===== src/hdl/tnlp_pkg.sv =====
// ----------------------------------------------------------------------------
// tnlp_pkg: shared definitions for the timestamp/name line parser
// Widths, limits, codes and the controller/datapath interface structs.
// ----------------------------------------------------------------------------
package tnlp_pkg;

    // Limits
    localparam int NAME_LIMIT   = 48;   // name must be shorter than this
    localparam int LINE_LIMIT   = 128;  // line must be shorter than this
    localparam int STAMP_DIGITS = 19;   // max timestamp digits

    localparam int BYTE_W   = 8;
    localparam int STAMP_W  = 64;
    localparam int STATUS_W = 2;
    localparam int LINE_W   = 8;                     // saturating line length
    localparam int DIGIT_W  = 5;
    localparam int NAME_W   = $clog2(NAME_LIMIT);    // name length / store index
    localparam int NAME_DEPTH = NAME_LIMIT - 1;
    localparam int TDATA_W  = BYTE_W + STAMP_W;      // 72, already whole bytes

    // Line status codes
    localparam logic [STATUS_W-1:0] ST_GOOD   = 2'd0;
    localparam logic [STATUS_W-1:0] ST_LENGTH = 2'd1;
    localparam logic [STATUS_W-1:0] ST_STAMP  = 2'd2;
    localparam logic [STATUS_W-1:0] ST_NAME   = 2'd3;

    // Character source for one parse step
    typedef enum logic [1:0] {
        SRC_INPUT,
        SRC_HELD,
        SRC_CR
    } char_src_t;

    // Controller -> datapath
    typedef struct packed {
        logic      capture;      // latch incoming byte
        logic      take;         // run one parse step
        char_src_t src;
        logic      set_pending;
        logic      clr_pending;
        logic      set_ended;
        logic      rd_en;        // read name store at replay pointer
        logic      load_name;    // output register <- name byte
        logic      load_final;   // output register <- final word, clear line
    } cmd_t;

    // Datapath -> controller
    typedef struct packed {
        logic byte_zero;
        logic byte_nl;
        logic byte_cr;
        logic pending;
        logic ended;
        logic line_good;
        logic rd_last;
        logic out_free;
    } stat_t;

endpackage


===== src/hdl/tnlp_ctrl.sv =====
// ----------------------------------------------------------------------------
// tnlp_ctrl: sequencer for the line parser
// Accepts bytes, orders CR replay steps and the name replay at each newline.
// ----------------------------------------------------------------------------
module tnlp_ctrl (
    input  logic            aclk,
    input  logic            aresetn,
    input  logic            s_tvalid,
    output logic            s_tready,
    input  tnlp_pkg::stat_t stat,
    output tnlp_pkg::cmd_t  cmd
);

    localparam logic [2:0] S_IDLE  = 3'd0;
    localparam logic [2:0] S_HOLD  = 3'd1;  // parse byte held behind a CR
    localparam logic [2:0] S_READ  = 3'd2;
    localparam logic [2:0] S_LOAD  = 3'd3;
    localparam logic [2:0] S_FINAL = 3'd4;

    logic [2:0] state_reg;
    logic [2:0] state_next;
    logic       accept;

    assign s_tready = (state_reg == S_IDLE);
    assign accept   = s_tvalid && s_tready;

    always_comb begin
        state_next = state_reg;
        cmd = '0;
        cmd.src = tnlp_pkg::SRC_INPUT;
        cmd.capture = accept;
        unique case (state_reg)
            S_IDLE: begin
                if (accept && !stat.ended) begin
                    priority if (stat.byte_zero) begin
                        cmd.set_ended = 1'b1;
                    end else if (stat.byte_nl) begin
                        state_next = stat.line_good ? S_READ : S_FINAL;
                    end else if (stat.pending) begin
                        // stale CR is an ordinary character
                        cmd.take = 1'b1;
                        cmd.src  = tnlp_pkg::SRC_CR;
                        if (!stat.byte_cr) begin
                            cmd.clr_pending = 1'b1;
                            state_next = S_HOLD;
                        end
                    end else if (stat.byte_cr) begin
                        cmd.set_pending = 1'b1;
                    end else begin
                        cmd.take = 1'b1;
                    end
                end
            end
            S_HOLD: begin
                cmd.take = 1'b1;
                cmd.src  = tnlp_pkg::SRC_HELD;
                state_next = S_IDLE;
            end
            S_READ: begin
                cmd.rd_en = 1'b1;
                state_next = S_LOAD;
            end
            S_LOAD: begin
                if (stat.out_free) begin
                    cmd.load_name = 1'b1;
                    state_next = stat.rd_last ? S_FINAL : S_READ;
                end
            end
            S_FINAL: begin
                if (stat.out_free) begin
                    cmd.load_final = 1'b1;
                    state_next = S_IDLE;
                end
            end
            default: begin
                state_next = S_IDLE;
            end
        endcase
    end

    always_ff @(posedge aclk) begin
        if (!aresetn) begin
            state_reg <= S_IDLE;
        end else begin
            state_reg <= state_next;
        end
    end

endmodule


===== src/hdl/tnlp_datapath.sv =====
// ----------------------------------------------------------------------------
// tnlp_datapath: line state, name store and output register
// One parse step per take command; name replay through a registered read.
// ----------------------------------------------------------------------------
module tnlp_datapath (
    input  logic                           aclk,
    input  logic                           aresetn,
    input  logic [tnlp_pkg::BYTE_W-1:0]    s_tdata,
    output logic                           m_tvalid,
    input  logic                           m_tready,
    output logic [tnlp_pkg::TDATA_W-1:0]   m_tdata,
    output logic [tnlp_pkg::STATUS_W-1:0]  m_tuser,
    output logic                           m_tlast,
    input  tnlp_pkg::cmd_t                 cmd,
    output tnlp_pkg::stat_t                stat
);

    localparam logic [1:0] PH_FIRST  = 2'd0;
    localparam logic [1:0] PH_DIGITS = 2'd1;
    localparam logic [1:0] PH_NAME   = 2'd2;
    localparam logic [1:0] PH_BAD    = 2'd3;

    localparam logic [7:0] CH_CR    = 8'h0D;
    localparam logic [7:0] CH_NL    = 8'h0A;
    localparam logic [7:0] CH_SPACE = 8'h20;
    localparam logic [7:0] CH_DOT   = 8'h2E;
    localparam logic [7:0] CH_DASH  = 8'h2D;
    localparam logic [7:0] CH_UNDER = 8'h5F;

    localparam logic [tnlp_pkg::LINE_W-1:0]  LINE_SAT   = '1;
    localparam logic [tnlp_pkg::LINE_W-1:0]  LINE_MAX   = tnlp_pkg::LINE_W'(tnlp_pkg::LINE_LIMIT);
    localparam logic [tnlp_pkg::DIGIT_W-1:0] DIGIT_MAX  =
        tnlp_pkg::DIGIT_W'(tnlp_pkg::STAMP_DIGITS);
    localparam logic [tnlp_pkg::NAME_W-1:0]  NAME_MAX   =
        tnlp_pkg::NAME_W'(tnlp_pkg::NAME_LIMIT - 1);

    function automatic logic is_digit(input logic [7:0] c);
        return (c >= 8'h30) && (c <= 8'h39);
    endfunction

    function automatic logic name_ok(input logic [7:0] c);
        return is_digit(c) || ((c >= 8'h61) && (c <= 8'h7A)) ||
               ((c >= 8'h41) && (c <= 8'h5A)) ||
               (c == CH_DASH) || (c == CH_UNDER) || (c == CH_DOT);
    endfunction

    // line state
    logic [1:0]                      phase_reg, phase_next;
    logic [tnlp_pkg::STAMP_W-1:0]    stamp_reg, stamp_next;
    logic [tnlp_pkg::DIGIT_W-1:0]    digits_reg, digits_next;
    logic [tnlp_pkg::LINE_W-1:0]     line_len_reg, line_len_next;
    logic [tnlp_pkg::NAME_W-1:0]     name_len_reg, name_len_next;
    logic [tnlp_pkg::STATUS_W-1:0]   bad_reg, bad_next;
    logic                            pending_reg, pending_next;
    logic                            ended_reg, ended_next;
    logic [tnlp_pkg::NAME_W-1:0]     rd_idx_reg, rd_idx_next;
    logic [7:0]                      held_reg;

    // name store
    logic [7:0]                      name_mem [tnlp_pkg::NAME_DEPTH];
    logic [7:0]                      rd_data_reg;
    logic                            mem_wr;

    // output register
    logic                            out_valid_reg;
    logic [7:0]                      out_name_reg;
    logic [tnlp_pkg::STAMP_W-1:0]    out_stamp_reg;
    logic [tnlp_pkg::STATUS_W-1:0]   out_status_reg;
    logic                            out_last_reg;

    logic [7:0]                      ch;
    logic [tnlp_pkg::STAMP_W-1:0]    digit_ext;
    logic [tnlp_pkg::STATUS_W-1:0]   line_stat;
    logic                            out_free;

    always_comb begin
        unique case (cmd.src)
            tnlp_pkg::SRC_HELD: ch = held_reg;
            tnlp_pkg::SRC_CR:   ch = CH_CR;
            default:            ch = s_tdata;
        endcase
    end

    assign digit_ext = tnlp_pkg::STAMP_W'(ch - 8'h30);

    // verdict on the current line
    always_comb begin
        priority if ((line_len_reg == '0) || (line_len_reg >= LINE_MAX)) begin
            line_stat = tnlp_pkg::ST_LENGTH;
        end else if (phase_reg == PH_BAD) begin
            line_stat = bad_reg;
        end else if (phase_reg != PH_NAME) begin
            line_stat = tnlp_pkg::ST_STAMP;
        end else if (name_len_reg == '0) begin
            line_stat = tnlp_pkg::ST_NAME;
        end else begin
            line_stat = tnlp_pkg::ST_GOOD;
        end
    end

    always_comb begin
        phase_next    = phase_reg;
        stamp_next    = stamp_reg;
        digits_next   = digits_reg;
        line_len_next = line_len_reg;
        name_len_next = name_len_reg;
        bad_next      = bad_reg;
        pending_next  = pending_reg;
        ended_next    = ended_reg;
        rd_idx_next   = rd_idx_reg;
        mem_wr        = 1'b0;

        if (cmd.take) begin
            if (line_len_reg != LINE_SAT) begin
                line_len_next = line_len_reg + 1'b1;
            end
            unique case (phase_reg)
                PH_FIRST: begin
                    if (is_digit(ch)) begin
                        stamp_next  = digit_ext;
                        digits_next = tnlp_pkg::DIGIT_W'(1);
                        phase_next  = PH_DIGITS;
                    end else begin
                        phase_next = PH_BAD;
                        bad_next   = tnlp_pkg::ST_STAMP;
                    end
                end
                PH_DIGITS: begin
                    if (is_digit(ch)) begin
                        if (digits_reg >= DIGIT_MAX) begin
                            phase_next = PH_BAD;
                            bad_next   = tnlp_pkg::ST_STAMP;
                        end else begin
                            // x10 as shift-and-add
                            stamp_next  = {stamp_reg[tnlp_pkg::STAMP_W-4:0], 3'b000} +
                                          {stamp_reg[tnlp_pkg::STAMP_W-2:0], 1'b0} +
                                          digit_ext;
                            digits_next = digits_reg + 1'b1;
                        end
                    end else if (ch == CH_SPACE) begin
                        name_len_next = '0;
                        phase_next    = PH_NAME;
                    end else begin
                        phase_next = PH_BAD;
                        bad_next   = tnlp_pkg::ST_STAMP;
                    end
                end
                PH_NAME: begin
                    if ((name_len_reg >= NAME_MAX) || !name_ok(ch) ||
                        ((name_len_reg == '0) && (ch == CH_DOT))) begin
                        phase_next = PH_BAD;
                        bad_next   = tnlp_pkg::ST_NAME;
                    end else begin
                        mem_wr        = 1'b1;
                        name_len_next = name_len_reg + 1'b1;
                    end
                end
                default: begin
                end
            endcase
        end

        if (cmd.set_pending) pending_next = 1'b1;
        if (cmd.clr_pending) pending_next = 1'b0;
        if (cmd.set_ended)   ended_next   = 1'b1;
        if (cmd.load_name)   rd_idx_next  = rd_idx_reg + 1'b1;

        if (cmd.load_final) begin
            phase_next    = PH_FIRST;
            stamp_next    = '0;
            digits_next   = '0;
            line_len_next = '0;
            name_len_next = '0;
            bad_next      = tnlp_pkg::ST_GOOD;
            pending_next  = 1'b0;
            rd_idx_next   = '0;
        end
    end

    always_ff @(posedge aclk) begin
        if (!aresetn) begin
            phase_reg    <= PH_FIRST;
            stamp_reg    <= '0;
            digits_reg   <= '0;
            line_len_reg <= '0;
            name_len_reg <= '0;
            bad_reg      <= tnlp_pkg::ST_GOOD;
            pending_reg  <= 1'b0;
            ended_reg    <= 1'b0;
            rd_idx_reg   <= '0;
        end else begin
            phase_reg    <= phase_next;
            stamp_reg    <= stamp_next;
            digits_reg   <= digits_next;
            line_len_reg <= line_len_next;
            name_len_reg <= name_len_next;
            bad_reg      <= bad_next;
            pending_reg  <= pending_next;
            ended_reg    <= ended_next;
            rd_idx_reg   <= rd_idx_next;
        end
    end

    always_ff @(posedge aclk) begin
        if (cmd.capture) begin
            held_reg <= s_tdata;
        end
    end

    // name store: one write port, one registered read port
    always_ff @(posedge aclk) begin
        if (mem_wr) begin
            name_mem[name_len_reg] <= ch;
        end
        if (cmd.rd_en) begin
            rd_data_reg <= name_mem[rd_idx_reg];
        end
    end

    // output register
    assign out_free = !out_valid_reg || m_tready;

    always_ff @(posedge aclk) begin
        if (!aresetn) begin
            out_valid_reg <= 1'b0;
        end else if (cmd.load_name || cmd.load_final) begin
            out_valid_reg <= 1'b1;
        end else if (m_tready) begin
            out_valid_reg <= 1'b0;
        end
    end

    always_ff @(posedge aclk) begin
        if (cmd.load_name) begin
            out_name_reg   <= rd_data_reg;
            out_stamp_reg  <= '0;
            out_status_reg <= tnlp_pkg::ST_GOOD;
            out_last_reg   <= 1'b0;
        end else if (cmd.load_final) begin
            out_name_reg   <= '0;
            out_stamp_reg  <= (line_stat == tnlp_pkg::ST_GOOD) ? stamp_reg : '0;
            out_status_reg <= line_stat;
            out_last_reg   <= 1'b1;
        end
    end

    assign m_tvalid = out_valid_reg;
    assign m_tdata  = {out_stamp_reg, out_name_reg};
    assign m_tuser  = out_status_reg;
    assign m_tlast  = out_last_reg;

    assign stat.byte_zero = (s_tdata == 8'h00);
    assign stat.byte_nl   = (s_tdata == CH_NL);
    assign stat.byte_cr   = (s_tdata == CH_CR);
    assign stat.pending   = pending_reg;
    assign stat.ended     = ended_reg;
    assign stat.line_good = (line_stat == tnlp_pkg::ST_GOOD);
    assign stat.rd_last   = ((rd_idx_reg + 1'b1) == name_len_reg);
    assign stat.out_free  = out_free;

endmodule


===== src/hdl/timestamp_name_line_parser.sv =====
// ----------------------------------------------------------------------------
// timestamp_name_line_parser: "<timestamp> <name>" line parser
// Parses a byte stream line by line; replays the name of each good line,
// then a final word with the timestamp, or one status word for a bad line.
// ----------------------------------------------------------------------------
//
//  Channel  Dir  Handshake          Word contents
//  s_       in   s_tvalid/s_tready  tdata[7:0] text_byte
//  m_       out  m_tvalid/m_tready  tdata[7:0] name_byte, tdata[71:8] stamp_ms,
//                                   tuser[1:0] line_status, tlast last
//
//  Bytes: an ordinary byte is parsed as it is taken; a non-CR byte that
//  follows a held CR is held and parsed next (the CR is parsed first as a plain
//  character). Newline: after it is taken, each name byte gets a name store
//  registered read, then an output load, and the final word follows; a bad
//  line goes straight to the final word.
//  Input is taken whenever the sequencer is idle, even with a word still
//  waiting in the output register; output stalls hold the name replay.
//  Reset is synchronous, active low; the name store needs no clearing.
//  After a zero byte all further bytes are accepted and dropped until reset.
//
module timestamp_name_line_parser (
    input  logic                          aclk,
    input  logic                          aresetn,
    // input stream
    input  logic                          s_tvalid,
    output logic                          s_tready,
    input  logic [tnlp_pkg::BYTE_W-1:0]   s_tdata,   // [7:0] text_byte
    // result stream
    output logic                          m_tvalid,
    input  logic                          m_tready,
    output logic [tnlp_pkg::TDATA_W-1:0]  m_tdata,   // [7:0] name_byte, [71:8] stamp_ms
    output logic [tnlp_pkg::STATUS_W-1:0] m_tuser,   // [1:0] line_status
    output logic                          m_tlast    // last word of the line
);

    tnlp_pkg::cmd_t  cmd;
    tnlp_pkg::stat_t stat;

    // sequencer: byte acceptance, CR ordering, name replay
    tnlp_ctrl u_ctrl (
        .aclk     (aclk),
        .aresetn  (aresetn),
        .s_tvalid (s_tvalid),
        .s_tready (s_tready),
        .stat     (stat),
        .cmd      (cmd)
    );

    // line state, name store, output register
    tnlp_datapath u_datapath (
        .aclk     (aclk),
        .aresetn  (aresetn),
        .s_tdata  (s_tdata),
        .m_tvalid (m_tvalid),
        .m_tready (m_tready),
        .m_tdata  (m_tdata),
        .m_tuser  (m_tuser),
        .m_tlast  (m_tlast),
        .cmd      (cmd),
        .stat     (stat)
    );

endmodule


===== config.mk =====
export PLATFORM = sky130hd
export DESIGN_NAME = timestamp_name_line_parser
export DESIGN_NICKNAME = d
export VERILOG_FILES = /design/src/hdl/tnlp_pkg.sv /design/src/hdl/tnlp_ctrl.sv /design/src/hdl/tnlp_datapath.sv /design/src/hdl/timestamp_name_line_parser.sv
export SDC_FILE = /design/constraint.sdc
export NUM_CORES = 1
export LEC_CHECK = 0
export ABC_AREA = 1
export BUFFER_PORTS_ARGS = -buffer_cell sky130_fd_sc_hd__buf_4
export CORE_AREA = 2 2 215 217
export CTS_CLUSTER_SIZE = 25
export DETAILED_ROUTE_END_ITERATION = 8
export DIE_AREA = 0 0 217 219
export PLACE_DENSITY = 0.82
export SLEW_MARGIN = 25
export SYNTH_ARGS = -nofsm -noshare
export SYNTH_HDL_FRONTEND = slang
export SYNTH_SLANG_ARGS = --single-unit

===== constraint.sdc =====
create_clock -name aclk -period 12.27 [get_ports aclk]
set_clock_uncertainty 0.1 [all_clocks]
set_input_delay 0.6135 -clock aclk [delete_from_list [all_inputs] [get_ports aclk]]
set_output_delay 0.6135 -clock aclk [all_outputs]
set_load 0.01 [all_outputs]

Yosys cells after proc, flatten, opt, wreduce, memory -nomap -nowiden:

Memory sizes are Yosys's and may differ from the RTL's. A register that Yosys moved wholly into a read port is not among the register bits.
Index checks and enable logic that the tools add are counted.
Widths: inputs -> output; s select.

* register bits: 182
* memory bits (writable): 376
* bits of input ports: 12
* output and inout bits: 77
* memories: 1
* word-level logic and storage cells: 170

* $add $sub $neg: 7
* order comparisons: 9
* equality and inequality tests: 34
* mux-type cells: 64
* bitwise logic cells: 1
* reduce and logical (&&, ||, !) cells: 38

Memories
* u_datapath.name_mem: depth 47, bits a word 8, read ports 1, clocked after memory_dff 1, wr ports 1, line tnlp_datapath.sv:60 `logic [7:0] name_mem [tnlp_pkg::NAME_DEPTH];`

Operator list (count)
* $mux 64: 4
* $add 64x64->64: 2
* $pmux 64 s2: 1
* $mux 3: 10
* $mux 2: 13
* $mux 5: 5
* $eq 8x6->1 const B: 3
* $mux 6: 4
* $mux 1: 18
* $eq 8x4->1 const B: 2
* $ge 8x7->1 const B: 2
* $le 8x7->1 const B: 2
* $logic_not 8->1: 2
* $mux 8: 2
* $pmux 8 s2: 1
* $ne 2x2->1 const B: 7
* $add 6x1->6 const B: 2
* $ne 2x1->1 const B: 6
* $pmux 2 s3: 2
* $pmux 3 s4: 1
* $pmux 6 s2: 1
* $reduce_and 6->1: 2
* $logic_or 1x1->1: 10
* $pmux 5 s2: 1
* other kinds (32): 50

Logic depth before layout (Yosys ltp):

* depth in word-level cells: 24
* depth in mapped cells: 36
* gate-level depth less buffers: 35

Modules after synthesis:

A second synthesis with hierarchy kept.

* cells, all modules: 3238
* area, all modules: 29024.1 um2

Modules (own cells, without submodules)
* tnlp_datapath: area an instance 28618.7 um2, sequential area each 15274.6 um2, cells each 3163, times used 1
* tnlp_ctrl: area an instance 405.4 um2, sequential area each 60.1 um2, cells each 75, times used 1

Worst setup path after synthesis:

OpenSTA, ideal clock, no wires.

* path kind: input-to-reg
* start: input s_tvalid
* end: register u_datapath.stamp_reg[33] (netlist bit)
* required time: 12051 ps
* setup time: 119 ps
* data arrival time: 7199 ps
* setup slack: 4851 ps
* buffers on the path: 1
* cell stages on the path: 25
* path through: inv_1 > nor2_2 > nand2_1 > nor2_2 > nand3_1 > ha_1 > buf_4 > nand2_1 > nand2_2 > ha_1 > inv_1 > nand3_1 > inv_1 > fa_1 > ha_1 > nand2_1 > nand2_1 > o21bai_1 > a21oi_1 > nand3_1 > nand2_1 > nand2_1 > or2_2 > nand3_1 > a21oi_1

* longest elaborated chain between the ends: 11
* elaborated cells between the ends (all ways): 19
* those cells by class: 2 x add/sub; 2 x order compare; 4 x eq/ne; 7 x mux; 4 x reduce/logical

Ends and longest elaborated chain
* from (decl): line timestamp_name_line_parser.sv:26 `input logic s_tvalid,`
* $logic_and 1x1->1 *: line tnlp_ctrl.sv:25 `assign accept = s_tvalid && s_tready;`
* $logic_and 1x1->1 *: line tnlp_ctrl.sv:34 `if (accept && !stat.ended) begin`
* $mux 6 *: line tnlp_ctrl.sv:34
* $pmux 3 s2 *: line tnlp_ctrl.sv:32 `unique case (state_reg)`
* $eq 2x2->1 or $eq 2x1->1 (tied branches): line tnlp_datapath.sv:77 `unique case (cmd.src)`
* $pmux 8 s2 *: line tnlp_datapath.sv:77
* net u_datapath.ch[4]: line tnlp_datapath.sv:71 `logic [7:0] ch;`
* $sub 8x6->9: line tnlp_datapath.sv:84 `assign digit_ext = tnlp_pkg::STAMP_W'(ch - 8'h30);`
* $add 64x64->64: line tnlp_datapath.sv:136 `{stamp_reg[tnlp_pkg::STAMP_W-2:0], 1'b0} +`
* $mux 64: line tnlp_datapath.sv:130 `if (digits_reg >= DIGIT_MAX) begin`
* $mux 64: line tnlp_datapath.sv:129 `if (is_digit(ch)) begin`
* $pmux 64 s2: line tnlp_datapath.sv:117 `unique case (phase_reg)`
* to (signal assigned): line tnlp_datapath.sv:193 `stamp_reg <= stamp_next;`
* to (decl): line tnlp_datapath.sv:49 `logic [tnlp_pkg::STAMP_W-1:0] stamp_reg, stamp_next;`

Mark *: on every way through the listed nets, which the timed path passes. The rest lies on a longest branch. The select of a mux whose other input is x is not followed.
A chain may end at the register's enable or synchronous reset.

Worst setup path in the final report:

* start: register u_ctrl.state_reg[0]
* end: register u_datapath.stamp_reg[56] (netlist bit)

* longest elaborated chain between the ends: 12
* elaborated cells between the ends (all ways): 24
* those cells by class: 2 x add/sub; 2 x order compare; 6 x eq/ne; 8 x mux; 6 x reduce/logical

Ends and longest elaborated chain
* from (decl): line tnlp_ctrl.sv:20 `logic [2:0] state_reg;`
* from (signal assigned): line tnlp_ctrl.sv:85 `state_reg <= state_next;`
* $logic_not 3->1: line tnlp_ctrl.sv:24, tnlp_ctrl.sv:32
* $logic_and 1x1->1: line tnlp_ctrl.sv:25
* $logic_and 1x1->1: line tnlp_ctrl.sv:34
* $mux 6: line tnlp_ctrl.sv:34
* $pmux 3 s2 *: line tnlp_ctrl.sv:32
* $eq 2x2->1 or $eq 2x1->1 (tied branches): line tnlp_datapath.sv:77
* $pmux 8 s2 *: line tnlp_datapath.sv:77
* net u_datapath.ch[4]: line tnlp_datapath.sv:71
* $sub 8x6->9: line tnlp_datapath.sv:84
* $add 64x64->64: line tnlp_datapath.sv:136
* $mux 64: line tnlp_datapath.sv:130
* $mux 64: line tnlp_datapath.sv:129
* $pmux 64 s2: line tnlp_datapath.sv:117

Marked as above.

==> results_dict.tcl <==
set metrics [dict create \
    outcome "completed" \
    vias 24400 \
    h-tree-depth 2 \
    syn_to_final_growth_pct 10.2 \
    synth-main-ff-cell "edfxtp_1" \
    vias_per_cell 6.17 \
    maxSlewViolCount 0 \
    relSlewSlack 0.351 \
    gp_congestion 1.04 \
    rrSetupSlack_ps 4360 \
    rsz0062_at_grt "no" \
    hold_viol 0 \
    cts_resized 0 \
    worstSkewPairLatency_ps 630 \
    initial_core_util 0.647 \
    grt_pass1_wl_mm 130 \
    die_w_um 217 \
    final_cell_mix "nand2_1 (543), nor2_1 (444), edfxtp_1 (400)" \
    dr.pass1.iters 6 \
    antenna_found_initial 0 \
    regArea_um2 15300 \
    max_freq_ghz 0.126 \
    cts_buffer_depth 3 \
    crit_top_cell "nand2_1" \
    cp-end-kind "register" \
    syn_inst 3265 \
    yosys.area_share.simple 0.197 \
    period_needed_ps 7910 \
    hold_buffers 0 \
    cap_violations 0 \
    synth_top_family_by_area "simple AND/OR/NAND/NOR gates" \
    core_area_um2 45100 \
    ios 89 \
    critPathKind "reg -> reg" \
    crit_family "simple AND/OR/NAND/NOR gates" \
    cts_tree "yes" \
    die_height_um 219 \
    diodes 0 \
    layout-drive-gt1-share 0.0795 \
    multi_input_area_um2 12200 \
    syn-mean-instance-area_um2 8.93 \
    power_leakage_nw 12.8 \
    io_buffer_count 88 \
    p_per_area_nw_per_um2 124 \
    timing.rr.start "u_ctrl.state_reg[0]" \
    ys_ff_latch 566 \
    finalWirelength_mm 83.9 \
    hp-start "s_tdata[0]" \
    postRouteAntennaNets 0 \
    vdd_drop_max_v 0.000155 \
    clk_pin_slew_ps 60 \
    nets 3456 \
    synth_xor_area_frac 0.00571 \
    ys_warn_count 0 \
    grt_start_max_net_pins 102 \
    grt_remaining_overflow 0 \
    dp_hpwl_mm 56.8 \
    hold_class "in -> reg" \
    track_usage 0.353 \
    worst_pin_slew_ps 970 \
    synth_fa_ha_area_frac 0.0762 \
    fin_hold_ws_ps 87.5 \
    post-cts-setup-buffer-count 0 \
    crit_slowest_cell "buf_4" \
    synth_nets 3418 \
    r2r-end "u_datapath.stamp_reg[56]" \
    placement_rows 78 \
    grt_pass1_vias 24200 \
    drtIter0Drc 2492 \
    layout_commonest_cell "nand2_1" \
    start_kind "register" \
    async_flop_share 0 \
    critPathRequiredTime_ps 12720 \
    arrival_ps 8360 \
    synth_edf_count 400 \
    root_buffer "clkbuf_16" \
    largest_reg_flops 376 \
    setup_viol 0 \
    muxShareOfSynthArea 0 \
    yosysSeqAreaShare 0.526 \
    fillers 3363 \
    syn_area_um2 29200 \
    ff2ff_path_depth 26 \
    drc_errors 0 \
    die_area_um2 47500 \
    cpPeakStageDelay_ps 670 \
    synth_compound_area_frac 0.134 \
    path_max_fanout 53 \
    cts_buffers 55 \
    hold_path_depth 1 \
    tns_ps 0 \
    drt-wirelength-per-cell_um 21.3 \
    crit_buf_inv 3 \
    synth_cell_types 49 \
    whs_endpoint "u_datapath.held_reg[0]" \
    clock_sinks 566 \
    fin_crit_sh 0.645 \
]
## layout make-up
class / count / area share
tap: 600 / 0.0234
clock buffer: 86 / 0.0489
multi-input combinational: 2247 / 0.379
sequential: 566 / 0.477
clock inverter: 16 / 0.00631
timing repair buffer: 125 / 0.0292
inverter: 308 / 0.0362
## cell usage after synthesis (4+ instances only)
library cell / instances / area, um2
dfxtp_1: 166 / 3320
fa_1: 61 / 1220
o221ai_1: 9 / 78.8
nor2_2: 5 / 31.3
o22ai_1: 85 / 532
a21oi_1: 200 / 1000
nand3b_1: 8 / 60.1
o21a_1: 5 / 37.5
nand3_2: 6 / 60.1
nand3_1: 245 / 1230
o21ai_0: 362 / 1810
ha_1: 80 / 1000
xor2_1: 18 / 158
clkinv_1: 4 / 15.0
clkbuf_1: 114 / 428
or2_2: 12 / 75.1
nand4_1: 33 / 206
buf_4: 4 / 30.0
edfxtp_1: 400 / 12000
nor2_1: 446 / 1670
nor3_1: 50 / 250
a211oi_1: 7 / 52.6
nor4_1: 4 / 25.0
o211ai_1: 13 / 97.6
buf_2: 17 / 85.1
a221oi_1: 4 / 35.0
o21bai_1: 16 / 120
nand2_2: 8 / 50.1
nand2_1: 543 / 2040
inv_1: 301 / 1130
buf_1: 5 / 18.8
## cell families (layout without fill, tap and decap cells)
kind of cell	Yosys count	count (layout)
xor gates and xnor gates	19	19
buffers and inverters	452	535
DFF	566	566
adders and majority gates	141	141
AOI/OAI and AO/OA	721	721
and+or+nand+nor	1366	1366
## through the flow
stage	util	total power [W]	setup WS [ps]	std cells	area [um2]
2_1_floorplan	-	0.00227	4850	3265	29200
3_3_place_gp	0.672	0.00234	4530	3846	30300
3_5_place_dp	0.673	0.00235	4290	3846	30400
4_1_cts	0.713	0.00398	4390	3948	32100
5_1_grt	0.713	0.00408	3700	3948	32100
6_report	0.713	0.00398	4360	3948	32100
## routing by layer
metal	up-vias	wire length, um	track usage
met5	-	0	0
met4	0	4650	0.180
met3	270	6390	0.0529
met2	1218	41800	0.617
met1	11600	31100	0.426
li1	11300	-	-
## where the power goes
group | internal (W) | switching (W) | leakage [nW]
Sequential | 0.00205 | 0.0000141 | 4.95
Clock | 0.000930 | 0.000728 | 0.855
Combinational | 0.0000670 | 0.000182 | 7.02
## worst max-delay path by stage
stage	end	depth (start not counted)	slack, ps	startpoint
final	u_datapath.stamp_reg[56]	26	4360	u_ctrl.state_reg[0]
after global routing	u_datapath.stamp_reg[56]	30	3700	u_ctrl.state_reg[0]
after CTS	u_datapath.stamp_reg[56]	26	4390	u_ctrl.state_reg[0]
after detailed placement	u_datapath.stamp_reg[56]	26	4290	s_tvalid
after floorplan	u_datapath.stamp_reg[33]	25	4850	s_tvalid
after global placement	u_datapath.stamp_reg[56]	30	4530	s_tvalid
Note: power is estimated with default switching activity, not from simulation.
